--- config.mk ---
export PLATFORM = sky130hd
export DESIGN_NAME = hdkt_controller
export DESIGN_NICKNAME = d
export VERILOG_FILES = /design/src/hdkt_pkg.sv /design/src/hdkt_controller.sv
export SDC_FILE = /design/constraint.sdc
export NUM_CORES = 1
export LEC_CHECK = 0
export ABC_AREA = 0
export BUFFER_PORTS_ARGS = -buffer_cell sky130_fd_sc_hd__buf_2
export CAP_MARGIN = 20
export CORE_ASPECT_RATIO = 1.75
export CORE_UTILIZATION = 51
export DETAILED_ROUTE_END_ITERATION = 10
export PLACE_DENSITY = 0.89
export SLEW_MARGIN = 20
export SYNTH_ARGS = -nofsm -noshare
export SYNTH_HDL_FRONTEND = slang
export SYNTH_SLANG_ARGS = --single-unit
--- constraint.sdc ---
create_clock -name clock -period 9.3 [get_ports clock]
set_input_delay 0.465 -clock clock [delete_from_list [all_inputs] [get_ports clock]]
set_output_delay 0.465 -clock clock [all_outputs]
set_load 0.01 [all_outputs]
--- src/hdkt_pkg.sv ---
// Package for the distinct-key tracker: word types, status codes, sizes, hash mix constants.
// No dependencies.
package hdkt_pkg;
   localparam int TABLE_SLOTS_DEF = 1024;
   localparam int MAX_ITEMS_DEF   = 1048576;
   localparam logic [63:0] MIX_C1 = 64'hBF58476D1CE4E5B9;
   localparam logic [63:0] MIX_C2 = 64'h94D049BB133111EB;

   typedef enum logic [2:0] {
      ST_NEW      = 3'd0,
      ST_DUP      = 3'd1,
      ST_FULL     = 3'd2,
      ST_OVERFLOW = 3'd3,
      ST_CLEARED  = 3'd4
   } status_type;

   typedef struct packed {
      logic        cmd;
      logic [63:0] key_word;
   } req_word_type;

   typedef struct packed {
      logic [2:0]  status;
      logic [20:0] first_index;
      logic [20:0] occurrences;
   } rsp_word_type;

   typedef struct packed {
      logic load;
      logic mul1;
      logic mul2;
      logic mul_sum;
      logic probe_start;
      logic probe_next;
      logic read_slot;
      logic write_new;
      logic write_dup;
      logic clear_step;
      logic clear_start;
   } cmd_type;

   typedef struct packed {
      logic slot_valid;
      logic key_match;
      logic probes_done;
      logic clear_done;
   } sts_type;
endpackage

--- src/hdkt_controller.sv ---
// Controller of the distinct-key tracker: sequencing, item counter, response register.
// Depends on hdkt_pkg.
module hdkt_controller #(
   parameter int MAX_ITEMS = hdkt_pkg::MAX_ITEMS_DEF
) (
   input  logic                   clock,
   input  logic                   reset,
   input  logic                   req_valid,
   output logic                   req_stall,
   input  hdkt_pkg::req_word_type req_word,
   output logic                   rsp_valid,
   input  logic                   rsp_stall,
   output hdkt_pkg::rsp_word_type rsp_word,
   output hdkt_pkg::cmd_type      cmd,
   input  hdkt_pkg::sts_type      sts,
   output logic [20:0]            item_out,
   input  logic [20:0]            rd_first,
   input  logic [20:0]            rd_count
);
   import hdkt_pkg::*;

   typedef enum logic [9:0] {
      S_CLEAR = 10'b00_0000_0001,
      S_IDLE  = 10'b00_0000_0010,
      S_MUL1  = 10'b00_0000_0100,
      S_SUM1  = 10'b00_0000_1000,
      S_MUL2  = 10'b00_0001_0000,
      S_SUM2  = 10'b00_0010_0000,
      S_HASH  = 10'b00_0100_0000,
      S_READ  = 10'b00_1000_0000,
      S_CHECK = 10'b01_0000_0000,
      S_WIPE  = 10'b10_0000_0000
   } state_type;

   state_type    state_ff, state_in;
   logic [24:0]  item_ff, item_in;
   logic         rsp_valid_ff, rsp_valid_in;
   rsp_word_type rsp_ff, rsp_in;
   logic         accept;

   assign req_stall = !(state_ff == S_IDLE) || (rsp_valid_ff && rsp_stall);
   assign accept    = req_valid && !req_stall;

   always_comb begin
      state_in     = state_ff;
      item_in      = item_ff;
      rsp_valid_in = rsp_valid_ff && rsp_stall;
      rsp_in       = rsp_ff;
      cmd          = '0;
      unique case (state_ff)
         S_CLEAR: begin
            cmd.clear_step = 1'b1;
            if (sts.clear_done) state_in = S_IDLE;
         end
         S_IDLE: begin
            if (accept) begin
               if (req_word.cmd) begin
                  item_in          = '0;
                  cmd.clear_start  = 1'b1;
                  state_in         = S_WIPE;
               end else if (item_ff >= 25'(MAX_ITEMS)) begin
                  rsp_valid_in = 1'b1;
                  rsp_in       = '{ST_OVERFLOW, 21'd0, 21'd0};
               end else begin
                  item_in  = item_ff + 1'b1;
                  cmd.load = 1'b1;
                  state_in = S_MUL1;
               end
            end
         end
         S_WIPE: begin
            cmd.clear_step = 1'b1;
            if (sts.clear_done) begin
               rsp_valid_in = 1'b1;
               rsp_in       = '{ST_CLEARED, 21'd0, 21'd0};
               state_in     = S_IDLE;
            end
         end
         S_MUL1: begin
            cmd.mul1 = 1'b1;
            state_in = S_SUM1;
         end
         S_SUM1: begin
            cmd.mul_sum = 1'b1;
            state_in    = S_MUL2;
         end
         S_MUL2: begin
            cmd.mul2 = 1'b1;
            state_in = S_SUM2;
         end
         S_SUM2: begin
            cmd.mul_sum = 1'b1;
            state_in    = S_HASH;
         end
         S_HASH: begin
            cmd.probe_start = 1'b1;
            state_in        = S_READ;
         end
         S_READ: begin
            cmd.read_slot = 1'b1;
            state_in      = S_CHECK;
         end
         S_CHECK: begin
            state_in     = S_IDLE;
            rsp_valid_in = 1'b1;
            if (!sts.slot_valid) begin
               cmd.write_new = 1'b1;
               rsp_in        = '{ST_NEW, item_ff[20:0], 21'd1};
            end else if (sts.key_match) begin
               cmd.write_dup = 1'b1;
               rsp_in        = '{ST_DUP, rd_first, rd_count + 21'd1};
            end else if (sts.probes_done) begin
               rsp_in = '{ST_FULL, 21'd0, 21'd0};
            end else begin
               rsp_valid_in   = 1'b0;
               cmd.probe_next = 1'b1;
               state_in       = S_READ;
            end
         end
         default: state_in = S_IDLE;
      endcase
   end

   always_ff @(posedge clock) begin
      if (reset) begin
         state_ff     <= S_CLEAR;
         item_ff      <= '0;
         rsp_valid_ff <= 1'b0;
      end else begin
         state_ff     <= state_in;
         item_ff      <= item_in;
         rsp_valid_ff <= rsp_valid_in;
      end
      rsp_ff <= rsp_in;
   end

   assign rsp_valid = rsp_valid_ff;
   assign rsp_word  = rsp_ff;
   assign item_out  = item_ff[20:0];
endmodule

Word level (Yosys, flattened, before mapping)
Index checks and enable logic that the tools add are counted.

Bits in registers: 81.

Magnitude comparators: 1. Equal/unequal tests: 18. Multiplexer cells: 47. Add/sub/neg operators: 2. Reduce and logical (&&, ||, !) cells: 11.

Operators by type and width (number): two-way mux 45 bit (7); case mux 45 bit (3 select lines) (1); case mux 10 bit (9 select lines) (1); two-way mux 25 bit (2); two-way mux 10 bit (4); two-way mux 1 bit (27); adder 25 x 1 -> 25 bit, second input constant (1); greater-or-equal comparator 25 x 21 -> 1 bit, second input constant (1); two-way mux 8 bit (3); adder 21 x 1 -> 21 bit, second input constant (1); equality test 10 x 1 -> 1 bit, second input constant (1); equality test 10 bit, second input constant (1); equality test 10 x 2 -> 1 bit, second input constant (1); equality test 10 x 3 -> 1 bit, second input constant (1); equality test 10 x 4 -> 1 bit, second input constant (1); equality test 10 x 5 -> 1 bit, second input constant (1); equality test 10 x 6 -> 1 bit, second input constant (1); equality test 10 x 7 -> 1 bit, second input constant (1); equality test 10 x 8 -> 1 bit, second input constant (1); equality test 10 x 9 -> 1 bit, second input constant (1); inequality test 2 bit, second input constant (4); AND reduction 3 bit (2); AND reduction 6 bit (1); inequality test 2 x 1 -> 1 bit, second input constant (2); other kinds (9) (12).

Logic depth before layout (Yosys ltp)
Depth after elaboration: 7. Gate-level depth with buffers: 8.

Worst setup path after synthesis
No wires, ideal clock.

Path type: register -> register. Start: register state_ff[6]. End: register rsp_ff (netlist bit rsp_word[0]), enable pin. Clock period less this slack: 5.040 ns. Cell stages (with the launch flop): 7. Setup slack: 4.260 ns. Arrival time: 4.537 ns. Setup time: 0.503 ns. Path through: dfxtp_1 > buf_2 > or3_1 > buf_2 > nor4_1 > a211oi_1 > nor3_1.

Longest elaborated chain between the ends: 7.

RTL lines: from (decl) (line hdkt_controller.sv:35) `state_type state_ff, state_in;`; from (signal assigned) (line hdkt_controller.sv:130) `state_ff <= state_in;`; equality test 10 x 2 -> 1 bit (line hdkt_controller.sv:41, hdkt_controller.sv:50); zero test 1 bit (line hdkt_controller.sv:41) `assign req_stall = !(state_ff == S_IDLE) || (rsp_valid_ff && rsp_stall);`; logical OR 1 bit (line hdkt_controller.sv:41); zero test 1 bit (line hdkt_controller.sv:42) `assign accept = req_valid && !req_stall;`; logical AND 1 bit (line hdkt_controller.sv:42); inequality test 2 bit (no source line); AND reduction 6 bit (no source line) (*); to (signal assigned) (line hdkt_controller.sv:134) `rsp_ff <= rsp_in;`; to (decl) (line hdkt_controller.sv:38) `rsp_word_type rsp_ff, rsp_in;`.

Every way passes the cells marked *; elsewhere a longest branch is shown, timed or not. A chain may end at the register's enable or synchronous reset.

==> results by group <==
Run status
  – Status: finished, final reports clean

Pwr
  – Sw Pwr: around 0.18 mW
  – Power share of the clock group: around 45%
  – Flop pwr share: roughly half
  – Static leakage: about 1.8 nW
  – Logic pwr share: under 10%
  – Net Sw Frac: 22.6%
  – VDD IR max: 87.6 uV
  – Internal: 0.607 mW
  – Pwr dens: between 150 and 200 nW/um^2

Logic synthesis
  – Yosys top cell area share: 32.7%
  – Top post-synthesis cells by area: edfxtp_1, dfxtp_1, xor2_1, a22o_1, buf_4
  – Top_reg_cell synth: edfxtp_1
  – Synth cell types: 54
  – Mapped Avg Cell Area: a little over 10 um^2
  – FF+latch count, synth: 81
  – FFs w/ async S/R, synth: 0%
  – Synth warn: 0
  – Post-synthesis cell count: 411
  – Number of flops mapped to enable cells by yosys: 45
  – Synth area leader: edfxtp_1
  – Net count after synthesis: between 500 and 600
  – Post-synthesis sequential area ratio: ~50%
  – Area of the mapped netlist: about 4100 um^2

STA
  – Final setup fails: 0
  – Slew HR: about 28%
  – Fin. max-slew vios: 0
  – Fin worst setup slack: roughly 5700 ps
  – Period Utilization, post-route: approximately two fifths
  – Setup_tns: 0 ps
  – Fmax: about 280 MHz
  – Final hold vios: 0
  – Final min period: ~3600 ps
  – Clock skew: between 7 and 8 ps
  – Tightest Pin Transition: 1070 ps
  – Hold Slack: 409 ps
  – Unrepaired setup endpoints after global routing: false

Global routing
  – Vias in the first global route: 3,465
  – Antenna violations before repair: 0
  – Largest net degree at the start of global routing: 46
  – Total Routing Usage GR: 24.8%
  – Total congestion overflow: 0
  – First-pass GRT wire length: roughly 16 mm

Detailed routing
  – DR vias: around 3,600
  – DRC violations left: 0
  – Via/cell ratio: between 5 and 6
  – WL per Instance: between 15 and 20 um
  – Drt pass-1 iters: 7
  – ANT nets after route: 0
  – DRT Wirelength: roughly 10 mm
  – Drt first-iter violations: 266

Worst setup path
  – CP Max Fanout: 23
  – Worst path required time: 8840 ps
  – Crit path launch type: flip-flop
  – Critical Path Sink Type: output port
  – Critical Path AT: ~3100 ps
  – CP Class: reg -> out

CTS
  – Clock transition at the registers of the reported paths: about 60 ps
  – Post_cts resized: 0
  – Inserted Clock Buffers: 9
  – CTS tree: yes
  – Total clock sinks: 81
  – Clk buf depth: 2
  – CTS Hold Buffers Added: 0
  – Root Driver: clkbuf_16
  – Htree depth: 3
  – Setup bufs post-CTS: 0
  – Clk Latency, worst-skew pair: about 340 ps

Die
  – Core ar.: about 7900 um^2
  – Die H: 121 um
  – Die Wd: 70.0 um
  – Die Footprint: about 8500 um^2
  – Initial core utilization: between 50% and 60%
  – Io pins: about 190
  – Rows: 43

Placed design
  – Pre-CTS setup slack: roughly 6100 ps
  – Cell area after placement: 4670 um^2
  – GPL Wtd Cong: around 0.89
  – DP HPWL: between 7 and 8 mm
  – I/O Buffers: approximately 130

Hold path
  – Type of the tightest min-delay check: in -> reg

Finish
  – Area Growth Syn to Fin: 20.3%
  – Design Area, Final: between 4000 and 5000 um^2
  – Final net count: roughly 630
  – Layout cells sized above 1: roughly a third
  – Antenna diodes: 0

Run
  – Max-cap check violation count: 0
-- per-stage QoR --
stage | utilization, % | total power, mW | cells
4_1_cts | 62.9 | 0.786 | 609
6_report | 62.9 | 0.784 | 609
5_1_grt | 62.9 | 0.808 | 609
2_1_floorplan | - | 0.414 | 411
3_5_place_dp | 59.1 | 0.436 | 593
3_3_place_gp | 59.1 | 0.435 | 593
-- synthesized netlist by cell type (all sizes together) (2+ instances only) --
library cell and instances:
a21oi 12, buf 33, ha 3, o31ai 2, edfxtp 45, and2 8, nor3b 3, and3 5
xnor2 10, and4 3, or4 4, or2 5, or3 9, o211ai 2, xor2 23, nand2 26
o21ai 8, clkbuf 6, nor4 15, nor2 45, a22o 21, nand4 21, a211oi 3, nand3 14
dfxtp 36, nand2b 7, nor3 16, inv 10
-- power groups by stage --
stage                     combinational [mW]  sequential (mW)  clock (mW)
after floorplan                       0.0273            0.387           0
after global placement                0.0478            0.387           0
after detailed placement              0.0490            0.387           0
after CTS                             0.0497            0.380       0.356
after global routing                  0.0547            0.380       0.373
final                                 0.0500            0.380       0.354
-- cell type report --
type	instances	area [um^2]
Clock buffer	9	225
Multi-Input combinational cell	281	1790
Clock inverter	7	77.6
Inverter	10	37.5
Fill cell	640	2940
Tap cell	90	113
Timing Repair Buffer	131	661
Sequential cell	81	2070
-- worst paths after layout --
check / startpoint / to / slack [ps] / cells past startpoint
worst max-delay path: state_ff[6]$_SDFFE_PP0P_ / cmd[2] / 5700 / 6
worst min-delay path: rd_first[17] / rsp_word[38]$_DFFE_PP_ / 410 / 2
worst max register to register: state_ff[6]$_SDFFE_PP0P_ / rsp_word[21]$_DFFE_PP_ / 6350 / 6
worst min register to register: item_ff[21]$_SDFFE_PP0P_ / item_ff[21]$_SDFFE_PP0P_ / 470 / 1
-- registers in the layout, summed over array words and instances (netlist names) --
signal and flops:
state_ff 10, rsp_word 45, rsp_valid 1, item_ff 25
-- layout by cell type (no fill, tap or decap), types with 11 or more instances in the layout --
| master | instances |
|---|---|
| nand2_1 | 26 |
| nand4_1 | 20 |
| xor2_1 | 23 |
| dfxtp_1 | 36 |
| nand3_1 | 14 |
| edfxtp_1 | 45 |
| buf_2 | 129 |
| nor4_1 | 13 |
| a22o_1 | 21 |
| nor3_1 | 13 |
| a21oi_1 | 11 |
| nor2_1 | 45 |
-- worst max-delay path, stage by stage, from the launching register on --
cell	delay (ps)
dfxtp_1	390
nor3_1	480
nand2_1	300
nor3_1	230
nand3_1	560
inv_2	600
buf_2	220
-- layer usage --
| layer | routed length, um | track usage (%) | vias up |
|---|---|---|---|
| li1 | - | - | 1708 |
| met1 | 3830 | 25.7 | 1713 |
| met2 | 5460 | 45.9 | 173 |
| met3 | 586 | 5.40 | 23 |
| met4 | 252 | 12.5 | 0 |
| met5 | 0 | 0 | - |
-- cell families (layout without fill, tap and decap cells) --
| kind of cell | count (synthesis) | count (layout) | synth area share, % |
|---|---|---|---|
| AOI/OAI and AO/OA | 60 | 60 | 10.6 |
| xor gates and xnor gates | 33 | 33 | 6.99 |
| adders and majority gates | 3 | 3 | 0.908 |
| buffers and inverters | 49 | 157 | 6.93 |
| DFF | 81 | 81 | 50.1 |
| and+or+nand+nor | 185 | 185 | 24.4 |
Note: power is estimated with default switching activity, not from simulation.
